[config.mk]
export PLATFORM = sky130hd
export DESIGN_NAME = keypad_password_lock_controller_flat
export DESIGN_NICKNAME = d
export VERILOG_FILES = /design/src/rtl/kplc_pkg.sv /design/src/rtl/kplc_stream_if.sv /design/src/rtl/kplc_regs.sv /design/src/rtl/kplc_core.sv /design/src/rtl/keypad_password_lock_controller.sv /design/src/flat_wrapper.sv
export SDC_FILE = /design/constraint.sdc
export NUM_CORES = 1
export LEC_CHECK = 0
export BUFFER_PORTS_ARGS = -buffer_cell sky130_fd_sc_hd__buf_4
export CAP_MARGIN = 20
export CORE_ASPECT_RATIO = 1.25
export CORE_UTILIZATION = 54
export DETAILED_ROUTE_END_ITERATION = 10
export PLACE_DENSITY = 0.8
export REMOVE_ABC_BUFFERS = 1
export SYNTH_ARGS = -nofsm -noshare
export SYNTH_HDL_FRONTEND = slang
export SYNTH_HIERARCHICAL = 1
export SYNTH_SLANG_ARGS = --single-unit
export TNS_END_PERCENT = 5
[constraint.sdc]
create_clock -name clk -period 3.15 [get_ports clk]
set_clock_uncertainty 0.1 [all_clocks]
set_input_delay 0.315 -clock clk [delete_from_list [all_inputs] [get_ports clk]]
set_output_delay 0.315 -clock clk [all_outputs]
set_load 0.01 [all_outputs]
[src/rtl/kplc_pkg.sv]
// Shared types and constants for the keypad password lock controller.
package kplc_pkg;

	localparam int unsigned DIGIT_W     = 4;
	localparam int unsigned THRESH_W    = 9;
	localparam int unsigned SAMPLE_W    = 10;
	localparam int unsigned DEV_W       = 7;
	localparam int unsigned MODE_W      = 2;
	localparam int unsigned STATUS_W    = 3;
	localparam int unsigned COUNT_W     = 3;
	localparam int unsigned PASS_LEN    = 4;
	localparam int unsigned APB_DATA_W  = 32;
	localparam int unsigned APB_ADDR_W  = 5;
	localparam int unsigned REG_IDX_W   = 3;

	localparam logic [REG_IDX_W-1:0] REG_PASS_0    = 3'd0;
	localparam logic [REG_IDX_W-1:0] REG_PASS_1    = 3'd1;
	localparam logic [REG_IDX_W-1:0] REG_PASS_2    = 3'd2;
	localparam logic [REG_IDX_W-1:0] REG_PASS_3    = 3'd3;
	localparam logic [REG_IDX_W-1:0] REG_FAN_THRSH = 3'd4;

	localparam logic [DIGIT_W-1:0]  RST_PASS_0    = 4'd1;
	localparam logic [DIGIT_W-1:0]  RST_PASS_1    = 4'd2;
	localparam logic [DIGIT_W-1:0]  RST_PASS_2    = 4'd3;
	localparam logic [DIGIT_W-1:0]  RST_PASS_3    = 4'd4;
	localparam logic [THRESH_W-1:0] RST_FAN_THRSH = 9'd30;

	localparam logic [MODE_W-1:0] MODE_WELCOME = 2'd0;
	localparam logic [MODE_W-1:0] MODE_ENTRY   = 2'd1;
	localparam logic [MODE_W-1:0] MODE_MENU    = 2'd2;
	localparam logic [MODE_W-1:0] MODE_LIGHTS  = 2'd3;

	localparam logic [STATUS_W-1:0] ST_NONE    = 3'd0;
	localparam logic [STATUS_W-1:0] ST_OK      = 3'd1;
	localparam logic [STATUS_W-1:0] ST_BAD     = 3'd2;
	localparam logic [STATUS_W-1:0] ST_INVALID = 3'd3;
	localparam logic [STATUS_W-1:0] ST_LOGOUT  = 3'd4;

	localparam logic [DIGIT_W-1:0] KEY_DIGIT_MAX = 4'd9;
	localparam logic [DIGIT_W-1:0] KEY_STAR      = 4'd10;
	localparam logic [DIGIT_W-1:0] KEY_HASH      = 4'd11;

	localparam logic [DIGIT_W-1:0] MENU_KEY_LOGOUT = 4'd1;
	localparam logic [DIGIT_W-1:0] MENU_KEY_TV     = 4'd2;
	localparam logic [DIGIT_W-1:0] MENU_KEY_LIGHTS = 4'd3;
	localparam logic [DIGIT_W-1:0] MENU_KEY_DOOR   = 4'd4;

	localparam logic [DIGIT_W-1:0] LIGHTS_KEY_ROOM1 = 4'd1;
	localparam logic [DIGIT_W-1:0] LIGHTS_KEY_ROOM2 = 4'd2;
	localparam logic [DIGIT_W-1:0] LIGHTS_KEY_MAIN  = 4'd3;
	localparam logic [DIGIT_W-1:0] LIGHTS_KEY_BACK  = 4'd4;

	localparam logic [DEV_W-1:0] DEV_FAN   = 7'h01;
	localparam logic [DEV_W-1:0] DEV_TV    = 7'h02;
	localparam logic [DEV_W-1:0] DEV_ROOM1 = 7'h04;
	localparam logic [DEV_W-1:0] DEV_ROOM2 = 7'h08;
	localparam logic [DEV_W-1:0] DEV_MAIN  = 7'h30;
	localparam logic [DEV_W-1:0] DEV_DOOR  = 7'h40;

	localparam logic [COUNT_W-1:0] COUNT_FULL = 3'd4;

	typedef struct packed {
		logic                op;
		logic [DIGIT_W-1:0]  key_code;
		logic [SAMPLE_W-1:0] sample;
	} item_t;

	typedef struct packed {
		logic [DEV_W-1:0]    device_bits;
		logic [MODE_W-1:0]   mode;
		logic [STATUS_W-1:0] status;
		logic [COUNT_W-1:0]  digit_count;
	} result_t;

	typedef struct packed {
		logic [PASS_LEN-1:0][DIGIT_W-1:0] pass_digit;
		logic [THRESH_W-1:0]              fan_threshold;
	} cfg_t;

endpackage

[src/rtl/kplc_stream_if.sv]
// Request and result channel interfaces for the keypad password lock controller.
interface kplc_req_if;
	logic                            valid;
	logic                            ready;
	logic                            op;
	logic [kplc_pkg::DIGIT_W-1:0]    key_code;
	logic [kplc_pkg::SAMPLE_W-1:0]   sample;

	modport source (output valid, output op, output key_code, output sample, input ready);
	modport sink   (input valid, input op, input key_code, input sample, output ready);
endinterface

interface kplc_rsp_if;
	logic                            valid;
	logic                            ready;
	logic [kplc_pkg::DEV_W-1:0]      device_bits;
	logic [kplc_pkg::MODE_W-1:0]     mode;
	logic [kplc_pkg::STATUS_W-1:0]   status;
	logic [kplc_pkg::COUNT_W-1:0]    digit_count;

	modport source (output valid, output device_bits, output mode, output status,
		output digit_count, input ready);
	modport sink   (input valid, input device_bits, input mode, input status,
		input digit_count, output ready);
endinterface

[src/rtl/kplc_regs.sv]
// APB configuration registers: password digits and fan threshold.
module kplc_regs (
	input  logic                              clk,
	input  logic                              arst_n,
	input  logic                              psel,
	input  logic                              penable,
	input  logic                              pwrite,
	input  logic [kplc_pkg::APB_ADDR_W-1:0]   paddr,
	input  logic [kplc_pkg::APB_DATA_W-1:0]   pwdata,
	output logic [kplc_pkg::APB_DATA_W-1:0]   prdata,
	output logic                              pready,
	output kplc_pkg::cfg_t                    cfg
);

	localparam int unsigned PAD_DIGIT  = kplc_pkg::APB_DATA_W - kplc_pkg::DIGIT_W;
	localparam int unsigned PAD_THRESH = kplc_pkg::APB_DATA_W - kplc_pkg::THRESH_W;

	kplc_pkg::cfg_t                   cfg_q;
	logic [kplc_pkg::REG_IDX_W-1:0]   idx;
	logic                             wr;

	assign pready = 1'b1;
	assign idx    = paddr[kplc_pkg::APB_ADDR_W-1:2];
	assign wr     = psel && penable && pwrite && pready;
	assign cfg    = cfg_q;

	always_ff @(posedge clk or negedge arst_n) begin
		if (!arst_n) begin
			cfg_q.pass_digit[0] <= kplc_pkg::RST_PASS_0;
			cfg_q.pass_digit[1] <= kplc_pkg::RST_PASS_1;
			cfg_q.pass_digit[2] <= kplc_pkg::RST_PASS_2;
			cfg_q.pass_digit[3] <= kplc_pkg::RST_PASS_3;
			cfg_q.fan_threshold <= kplc_pkg::RST_FAN_THRSH;
		end else if (wr) begin
			unique case (idx)
				kplc_pkg::REG_PASS_0:    cfg_q.pass_digit[0] <= pwdata[kplc_pkg::DIGIT_W-1:0];
				kplc_pkg::REG_PASS_1:    cfg_q.pass_digit[1] <= pwdata[kplc_pkg::DIGIT_W-1:0];
				kplc_pkg::REG_PASS_2:    cfg_q.pass_digit[2] <= pwdata[kplc_pkg::DIGIT_W-1:0];
				kplc_pkg::REG_PASS_3:    cfg_q.pass_digit[3] <= pwdata[kplc_pkg::DIGIT_W-1:0];
				kplc_pkg::REG_FAN_THRSH: cfg_q.fan_threshold <= pwdata[kplc_pkg::THRESH_W-1:0];
				default: ;
			endcase
		end
	end

	always_comb begin
		unique case (idx)
			kplc_pkg::REG_PASS_0:    prdata = {{PAD_DIGIT{1'b0}}, cfg_q.pass_digit[0]};
			kplc_pkg::REG_PASS_1:    prdata = {{PAD_DIGIT{1'b0}}, cfg_q.pass_digit[1]};
			kplc_pkg::REG_PASS_2:    prdata = {{PAD_DIGIT{1'b0}}, cfg_q.pass_digit[2]};
			kplc_pkg::REG_PASS_3:    prdata = {{PAD_DIGIT{1'b0}}, cfg_q.pass_digit[3]};
			kplc_pkg::REG_FAN_THRSH: prdata = {{PAD_THRESH{1'b0}}, cfg_q.fan_threshold};
			default:                 prdata = '0;
		endcase
	end

endmodule

[src/rtl/kplc_core.sv]
// Lock state, entered digits and device bits with the per-request update logic.
module kplc_core (
	input  logic              clk,
	input  logic              arst_n,
	input  logic              advance,
	input  kplc_pkg::item_t   item,
	input  kplc_pkg::cfg_t    cfg,
	output kplc_pkg::result_t result
);

	logic [kplc_pkg::MODE_W-1:0]   mode_q, mode_d;
	logic [kplc_pkg::COUNT_W-1:0]  count_q, count_d;
	logic [kplc_pkg::DEV_W-1:0]    bits_q, bits_d;
	logic [kplc_pkg::STATUS_W-1:0] status;
	logic [kplc_pkg::DIGIT_W-1:0]  digits_q [kplc_pkg::PASS_LEN];
	logic                          digit_wr;
	logic                          match;

	assign match = (count_q == kplc_pkg::COUNT_FULL)
		&& (digits_q[0] == cfg.pass_digit[0])
		&& (digits_q[1] == cfg.pass_digit[1])
		&& (digits_q[2] == cfg.pass_digit[2])
		&& (digits_q[3] == cfg.pass_digit[3]);

	always_comb begin
		mode_d   = mode_q;
		count_d  = count_q;
		bits_d   = bits_q;
		status   = kplc_pkg::ST_NONE;
		digit_wr = 1'b0;
		if (item.op) begin
			if (item.sample[kplc_pkg::SAMPLE_W-1:1] > cfg.fan_threshold) begin
				bits_d = bits_q | kplc_pkg::DEV_FAN;
			end else begin
				bits_d = bits_q & ~kplc_pkg::DEV_FAN;
			end
		end else begin
			unique case (mode_q)
				kplc_pkg::MODE_WELCOME: begin
					if (item.key_code == kplc_pkg::KEY_STAR) begin
						mode_d = kplc_pkg::MODE_ENTRY;
					end
				end
				kplc_pkg::MODE_ENTRY: begin
					priority if (item.key_code == kplc_pkg::KEY_HASH) begin
						if (match) begin
							mode_d = kplc_pkg::MODE_MENU;
							status = kplc_pkg::ST_OK;
						end else begin
							status = kplc_pkg::ST_BAD;
						end
					end else if (item.key_code == kplc_pkg::KEY_STAR) begin
						count_d = '0;
					end else if (item.key_code > kplc_pkg::KEY_DIGIT_MAX) begin
						status = kplc_pkg::ST_INVALID;
					end else if (count_q < kplc_pkg::COUNT_FULL) begin
						digit_wr = 1'b1;
						count_d  = count_q + 1'b1;
					end else begin
						status = kplc_pkg::ST_NONE;
					end
				end
				kplc_pkg::MODE_MENU: begin
					unique case (item.key_code)
						kplc_pkg::MENU_KEY_LOGOUT: begin
							bits_d  = bits_q & kplc_pkg::DEV_FAN;
							count_d = '0;
							mode_d  = kplc_pkg::MODE_WELCOME;
							status  = kplc_pkg::ST_LOGOUT;
						end
						kplc_pkg::MENU_KEY_TV:     bits_d = bits_q ^ kplc_pkg::DEV_TV;
						kplc_pkg::MENU_KEY_LIGHTS: mode_d = kplc_pkg::MODE_LIGHTS;
						kplc_pkg::MENU_KEY_DOOR:   bits_d = bits_q ^ kplc_pkg::DEV_DOOR;
						default:                   status = kplc_pkg::ST_INVALID;
					endcase
				end
				default: begin
					unique case (item.key_code)
						kplc_pkg::LIGHTS_KEY_ROOM1: bits_d = bits_q ^ kplc_pkg::DEV_ROOM1;
						kplc_pkg::LIGHTS_KEY_ROOM2: bits_d = bits_q ^ kplc_pkg::DEV_ROOM2;
						kplc_pkg::LIGHTS_KEY_MAIN:  bits_d = bits_q ^ kplc_pkg::DEV_MAIN;
						kplc_pkg::LIGHTS_KEY_BACK:  mode_d = kplc_pkg::MODE_MENU;
						default:                    status = kplc_pkg::ST_INVALID;
					endcase
				end
			endcase
		end
	end

	assign result.device_bits = bits_d;
	assign result.mode        = mode_d;
	assign result.status      = status;
	assign result.digit_count = count_d;

	always_ff @(posedge clk or negedge arst_n) begin
		if (!arst_n) begin
			mode_q  <= kplc_pkg::MODE_WELCOME;
			count_q <= '0;
			bits_q  <= '0;
		end else if (advance) begin
			mode_q  <= mode_d;
			count_q <= count_d;
			bits_q  <= bits_d;
		end
	end

	always_ff @(posedge clk) begin
		if (advance && digit_wr) begin
			digits_q[count_q[1:0]] <= item.key_code;
		end
	end

endmodule

[src/rtl/keypad_password_lock_controller.sv]
// Top level of the keypad password lock controller: request and result stages.
//
// Requests arrive on req (valid/ready): op 0 carries a decoded key in key_code,
// op 1 carries a ten-bit temperature reading in sample. Every request gives
// exactly one result on rsp: device_bits, mode, status and digit_count after
// that request.
// A request is registered on acceptance, updated against the lock state while it
// sits in the request register and placed in the result register, which drives
// rsp.valid; a full result register with rsp.ready low holds it back.
// One request per cycle is taken while the result register can load, set by the
// single state update between the request and result registers.
// When rsp.ready is low a full result register holds and the request register
// still takes one more request; req.ready drops only when both are full.
// The APB port holds the four password digits (0x0 to 0xC) and the fan
// threshold (0x10); writes complete in the access cycle, pready is always high.
// Reset (arst_n low) empties both stages, returns to welcome with no digits
// and all devices off, and restores password 1234 and threshold 30.
module keypad_password_lock_controller (
	input  logic                              clk,
	input  logic                              arst_n,
	kplc_req_if.sink                          req,
	kplc_rsp_if.source                        rsp,
	input  logic                              psel,
	input  logic                              penable,
	input  logic                              pwrite,
	input  logic [kplc_pkg::APB_ADDR_W-1:0]   paddr,
	input  logic [kplc_pkg::APB_DATA_W-1:0]   pwdata,
	output logic [kplc_pkg::APB_DATA_W-1:0]   prdata,
	output logic                              pready
);

	kplc_pkg::cfg_t    cfg;
	kplc_pkg::item_t   item_s1;
	kplc_pkg::result_t result;
	kplc_pkg::result_t result_s2;
	logic              valid_s1;
	logic              valid_s2;
	logic              load_s2;
	logic              advance;
	logic              req_acc;

	kplc_regs u_regs (
		.clk     (clk),
		.arst_n  (arst_n),
		.psel    (psel),
		.penable (penable),
		.pwrite  (pwrite),
		.paddr   (paddr),
		.pwdata  (pwdata),
		.prdata  (prdata),
		.pready  (pready),
		.cfg     (cfg)
	);

	kplc_core u_core (
		.clk     (clk),
		.arst_n  (arst_n),
		.advance (advance),
		.item    (item_s1),
		.cfg     (cfg),
		.result  (result)
	);

	assign load_s2   = !valid_s2 || rsp.ready;
	assign advance   = valid_s1 && load_s2;
	assign req.ready = !valid_s1 || load_s2;
	assign req_acc   = req.valid && req.ready;

	always_ff @(posedge clk or negedge arst_n) begin
		if (!arst_n) begin
			valid_s1 <= 1'b0;
			valid_s2 <= 1'b0;
		end else begin
			if (req.ready) begin
				valid_s1 <= req.valid;
			end
			if (load_s2) begin
				valid_s2 <= valid_s1;
			end
		end
	end

	always_ff @(posedge clk) begin
		if (req_acc) begin
			item_s1.op       <= req.op;
			item_s1.key_code <= req.key_code;
			item_s1.sample   <= req.sample;
		end
		if (advance) begin
			result_s2 <= result;
		end
	end

	assign rsp.valid       = valid_s2;
	assign rsp.device_bits = result_s2.device_bits;
	assign rsp.mode        = result_s2.mode;
	assign rsp.status      = result_s2.status;
	assign rsp.digit_count = result_s2.digit_count;

	a_no_overrun: assert property (@(posedge clk) disable iff (!arst_n)
		!(req_acc && valid_s1 && valid_s2 && !rsp.ready))
		else $error("request taken while both stages are blocked");

	a_logout_clears: assert property (@(posedge clk) disable iff (!arst_n)
		(rsp.valid && rsp.status == kplc_pkg::ST_LOGOUT) |->
		(rsp.mode == kplc_pkg::MODE_WELCOME && rsp.digit_count == '0
		&& rsp.device_bits[kplc_pkg::DEV_W-1:1] == '0))
		else $error("logout left state behind");

	a_accept_full: assert property (@(posedge clk) disable iff (!arst_n)
		(rsp.valid && rsp.status == kplc_pkg::ST_OK) |->
		(rsp.mode == kplc_pkg::MODE_MENU && rsp.digit_count == kplc_pkg::COUNT_FULL))
		else $error("password accepted without four digits or menu");

	a_count_range: assert property (@(posedge clk) disable iff (!arst_n)
		advance |-> (result.digit_count <= kplc_pkg::COUNT_FULL))
		else $error("digit count beyond four");

endmodule
[src/flat_wrapper.sv]
// flat-port wrapper written by rule: the top's interface ports become plain ports
module keypad_password_lock_controller_flat 
  (clk, arst_n, psel, penable, pwrite, paddr, pwdata, prdata, pready, req_valid, req_op, req_key_code, req_sample, req_ready, rsp_valid, rsp_device_bits, rsp_mode, rsp_status, rsp_digit_count, rsp_ready);
  kplc_req_if req_i ();
  kplc_rsp_if rsp_i ();
  input  logic clk;
  input  logic arst_n;
  input  logic psel;
  input  logic penable;
  input  logic pwrite;
  input  logic [kplc_pkg::APB_ADDR_W-1:0] paddr;
  input  logic [kplc_pkg::APB_DATA_W-1:0] pwdata;
  output logic [kplc_pkg::APB_DATA_W-1:0] prdata;
  output logic pready;
  input wire logic [$bits(req_i.valid)-1:0] req_valid;
  input wire logic [$bits(req_i.op)-1:0] req_op;
  input wire logic [$bits(req_i.key_code)-1:0] req_key_code;
  input wire logic [$bits(req_i.sample)-1:0] req_sample;
  output wire logic [$bits(req_i.ready)-1:0] req_ready;
  output wire logic [$bits(rsp_i.valid)-1:0] rsp_valid;
  output wire logic [$bits(rsp_i.device_bits)-1:0] rsp_device_bits;
  output wire logic [$bits(rsp_i.mode)-1:0] rsp_mode;
  output wire logic [$bits(rsp_i.status)-1:0] rsp_status;
  output wire logic [$bits(rsp_i.digit_count)-1:0] rsp_digit_count;
  input wire logic [$bits(rsp_i.ready)-1:0] rsp_ready;
  assign req_i.valid = req_valid;
  assign req_i.op = req_op;
  assign req_i.key_code = req_key_code;
  assign req_i.sample = req_sample;
  assign req_ready = req_i.ready;
  assign rsp_valid = rsp_i.valid;
  assign rsp_device_bits = rsp_i.device_bits;
  assign rsp_mode = rsp_i.mode;
  assign rsp_status = rsp_i.status;
  assign rsp_digit_count = rsp_i.digit_count;
  assign rsp_i.ready = rsp_ready;
  keypad_password_lock_controller u_core (.clk(clk), .arst_n(arst_n), .req(req_i), .rsp(rsp_i), .psel(psel), .penable(penable), .pwrite(pwrite), .paddr(paddr), .pwdata(pwdata), .prdata(prdata), .pready(pready));
endmodule
* Word level (Yosys, flattened, before mapping) *
Memory sizes are Yosys's and may differ from the RTL's.
Cells that the tools add are included.

storage, ports and cells
  output and inout port bits = 50
  memories kept = 1
  logic and storage cells = 102
  bits in registers = 69
  input port bits = 59
  bits in writable memories = 16

memories
  name                    depth  bits a word  read ports  clocked after Yosys merged registers in  wr ports  RTL line         RTL
  u_core.u_core.digits_q  4      4            4           0                                        1         kplc_core.sv:15  logic [kplc_pkg::DIGIT_W-1:0] digits_q [kplc_pkg::PASS_LEN];

cells by class
  bitwise gates (word level) = 5
  $lt $le $gt $ge = 3
  mux-type cells = 35
  $add $sub $neg = 1
  reduce and logical (&&, ||, !) cells = 23
  eq/ne operators = 17

operator list
  cell                  number
  $pmux W9 S5           1
  $mux W3               7
  $pmux W7 S3           1
  $mux W2               9
  $pmux W6 S3           1
  $eq A4 B4 Y1          4
  $pmux W7 S2           1
  $pmux W3 S2           2
  $reduce_and A2 Y1     5
  $gt A9 B9 Y1          1
  $logic_and A1 B1 Y1   9
  $mux W1               9
  $pmux W3 S3           1
  $eq A4 B2 Y1 const B  2
  $eq A4 B4 Y1 const B  2
  $mux W7               1
  $eq A3 B2 Y1 const B  2
  $eq A3 B3 Y1 const B  2
  $pmux W2 S3           1
  $eq A4 B1 Y1 const B  1
  $eq A4 B3 Y1 const B  1
  $gt A4 B4 Y1 const B  1
  $not A1 Y1            4
  $pmux W2 S2           1
  13 further kinds      15

* Depth between registers and ports, before layout *
  depth after elaboration = 10
  gate-level depth with buffers = 8
  depth with buffers taken out = 7

* Cells and area by module *
The synthesis kept the hierarchy.

modules (own cells, without submodules)
  module                           cells each  sequential area each (um^2)  area an instance (um^2)  times used
  kplc_core                        239         780.7                        2163.3                   1
  kplc_regs                        114         636.9                        1413.9                   1
  keypad_password_lock_controller  38          950.9                        1004.7                   1

* Worst setup path after synthesis *
Ideal clock, no wire load.

  kind = reg2reg
  start = reg u_core/u_core/mode_q[1] (netlist bit)
  end = reg u_core.result_s2 (netlist bit u_core/rsp.mode[1]), data pin
  arrival = 2009 ps
  library setup time = 256 ps
  period minus slack after synthesis = 2365 ps
  stages on the path, launching flop included = 9
  slack = 785 ps
  data required time = 2794 ps
  buffers on the path = 1
  cell sequence = dfrtp_1 -> clkbuf_1 -> inv_1 -> ha_1 -> or4b_2 -> a21oi_1 -> o31ai_1 -> o21bai_1 -> o211a_1

RTL lines
  element                 RTL line                               RTL
  start, declared         kplc_core.sv:11                        logic [kplc_pkg::MODE_W-1:0] mode_q, mode_d;
  start signal, assigned  kplc_core.sv:97                        mode_q <= kplc_pkg::MODE_WELCOME;
  start signal, assigned  kplc_core.sv:101                       mode_q <= mode_d;
  end signal, assigned    keypad_password_lock_controller.sv:90  result_s2 <= result;
  end, declared           keypad_password_lock_controller.sv:35  kplc_pkg::result_t result_s2;

==> impl_metrics.toml <==
[outcome]
status = "finished with violations"
failed_checks = "DRC"

[global_route]
first_global_vias = 3160
antenna_found_initial = 0
grt_start_max_net_pins = 40
grt_use_total_pct = 21.4
grt_pass1_wl_um = 14700
gr-total-overflow = 0

[layout]
n_fill_cell = 655
final_cell_mix = "buf_4, edfxtp_1, dfrtp_1, conb_1, nand2_1"
final_nets = 523
multi_input_area_um2 = 1980
syn2layout_area_growth_pct = 14.0
fin_area_um2 = 5190
final_common_cell = "buf_4"
drive_gt1_share_pct = 27.7
fin_cells = 549
seqCellArea_um2 = 2340
insertedDiodeCount = 0

[synth]
syn_avg_cell_area_um2 = 11.7
synth-warning-count = 6
syn_area_um2 = 4550
synth_cells = 390

[sta]
setup_violations = 0
finalCriticalPeriod_ns = 2.55
timing.slew.headroom_pct = 51.6
finalCritPeriodShare_pct = 80.8
finalMaxSlewViolations = 0
worst_pin_slew_ns = 0.719
hold_violations = 0
final.setup.tns_ns = 0
hold_slack_ns = 0.0349
timing.fmax_ghz = 0.393
timing.final.ws_setup_ns = 0.603
rsz0062_at_grt = "no"

[setup_path]
critPathMaxStageDelay_ns = 0.62
end_kind = "flip-flop"
r2r-start = "u_core/u_core/mode_q[1]"
critical_path.max_fanout = 10
path_cells = "inv_1, ha_1, or4b_2, a21oi_1, o31ai_1, o21bai_1, o211a_1"
critPathLaunch = "u_core/u_core/mode_q[1]"
critPathSlowestCell = "or4b_2"
required_ns = 3.15
path_delay_family = "compound AO/OA/AOI/OAI gates"
crit_type = "reg2reg"
critPathArrivalTime_ns = 2.55
crit_path_start_kind = "flip-flop"
path_buf_inv = 1

[flow_run]
maxCapViolCount = 0

[power_and_ir_drop]
p_leak_nw = 2.26
power.density_nw_per_um2 = 527
power_switching_mw = 0.733
comb_power_share_pct = 17.2
p_sw_share_pct = 26.8
power.share.clock_pct = 30.9
peakVddDrop_mv = 0.326
p_seq_share_pct = 51.9
power.internal_mw = 2.00

[placement]
placed_area_um2 = 4950
pre_cts_ws_ns = 0.683
dp_cells = 532
gp_congestion = 0.878
hpwl_um = 6380
port_buffers = 58

[detailed_routing]
vias = 3149
post_drt_via_cell_ratio = 5.74
drtAntennaViolNets = 0
first_pass_iters = 8
drtIter0Drc = 226
drc = 17
wl_per_cell_um = 16.1
routed_wirelength_um = 8860

[floorplanning]
ios = 109
die_y_um = 105
initial_core_util_pct = 55.6
die_width_um = 84.1
dieArea_um2 = 8800
row_count = 37
coreArea_um2 = 8190

[cts]
cts_root_buffer = "clkbuf_8"
worstSkewPairLatency_ns = 0.35
cts_tree = "done"
htree_levels = 3
path_clk_slew_ns = 0.09
cts_buffer_depth = 2
post_cts_buffers = 0
cts.sinks = 84
cts_buffers = 9

[hold_path]
hold_class = "in2reg"
worstHoldStart = "req_sample[9]"
-- timing repair --
action                                 CTS  global route
resized for setup                        0             0
hold buffers                             1             0
endpoints found under the hold margin   30             0
-- metal layers --
layer  GRT usage, %  routed length, um  part of all wire (%)  vias up
met2           35.9               4450                    50      130
met3           4.82                506                   5.7       30
met4           10.2                247                   2.8        0
li1               -                  -                     -     1490
met5              0                  0                     0        -
met1           26.1               3660                    41     1499
-- state kept, by name, indices dropped and copies added (netlist names), 3 cells and up --
register                flops
u_core/item_s1             14
u_core/rsp.device_bits      7
u_core/rsp.digit_count      3
u_core/rsp.status           3
u_core/u_core/bits_q        7
u_core/u_core/count_q       3
u_core/u_core/digits_q     16
u_core/u_regs/cfg          25
-- power by group through the flow --
stage          sequential (mW)  combinational (mW)  clock (mW)
3_3_place_gp              1.43               0.458           0
6_report                  1.42               0.471       0.844
3_5_place_dp              1.44               0.471           0
4_1_cts                   1.42               0.475       0.868
2_1_floorplan             1.41               0.310           0
5_1_grt                   1.44               0.526       0.911
-- worst paths after layout --
check | to | slack (ns) | depth (start not counted)
max in group asynchronous | u_core/u_regs/cfg[9] | 2.18 | 2
worst min register to register | u_core/u_core/bits_q[0] | 0.41 | 2
worst max register to register | u_core/rsp.mode[1] | 0.60 | 7
worst max-delay path | u_core/rsp.mode[1] | 0.60 | 7
min in group asynchronous | u_core/rsp.valid | 0.38 | 2
worst min-delay path | u_core/item_s1[9] | 0.03 | 1
-- cell type report --
cell class	instances	area share [%]
multi-input combinational	274	38.2
inverter	18	1.30
sequential	84	45.1
clock buffer	9	2.39
clock inverter	7	1.93
timing repair buffer	60	8.73
tap	97	2.34
-- metrics by stage --
step | total power [mW] | util, %
CTS | 2.77 | 63.3
global placement | 1.89 | 60.5
global route | 2.87 | 63.3
floorplan | 1.72 | -
detailed placement | 1.91 | 60.5
finish | 2.74 | 63.3
No activity file was read; power rests on OpenSTA's default activity.
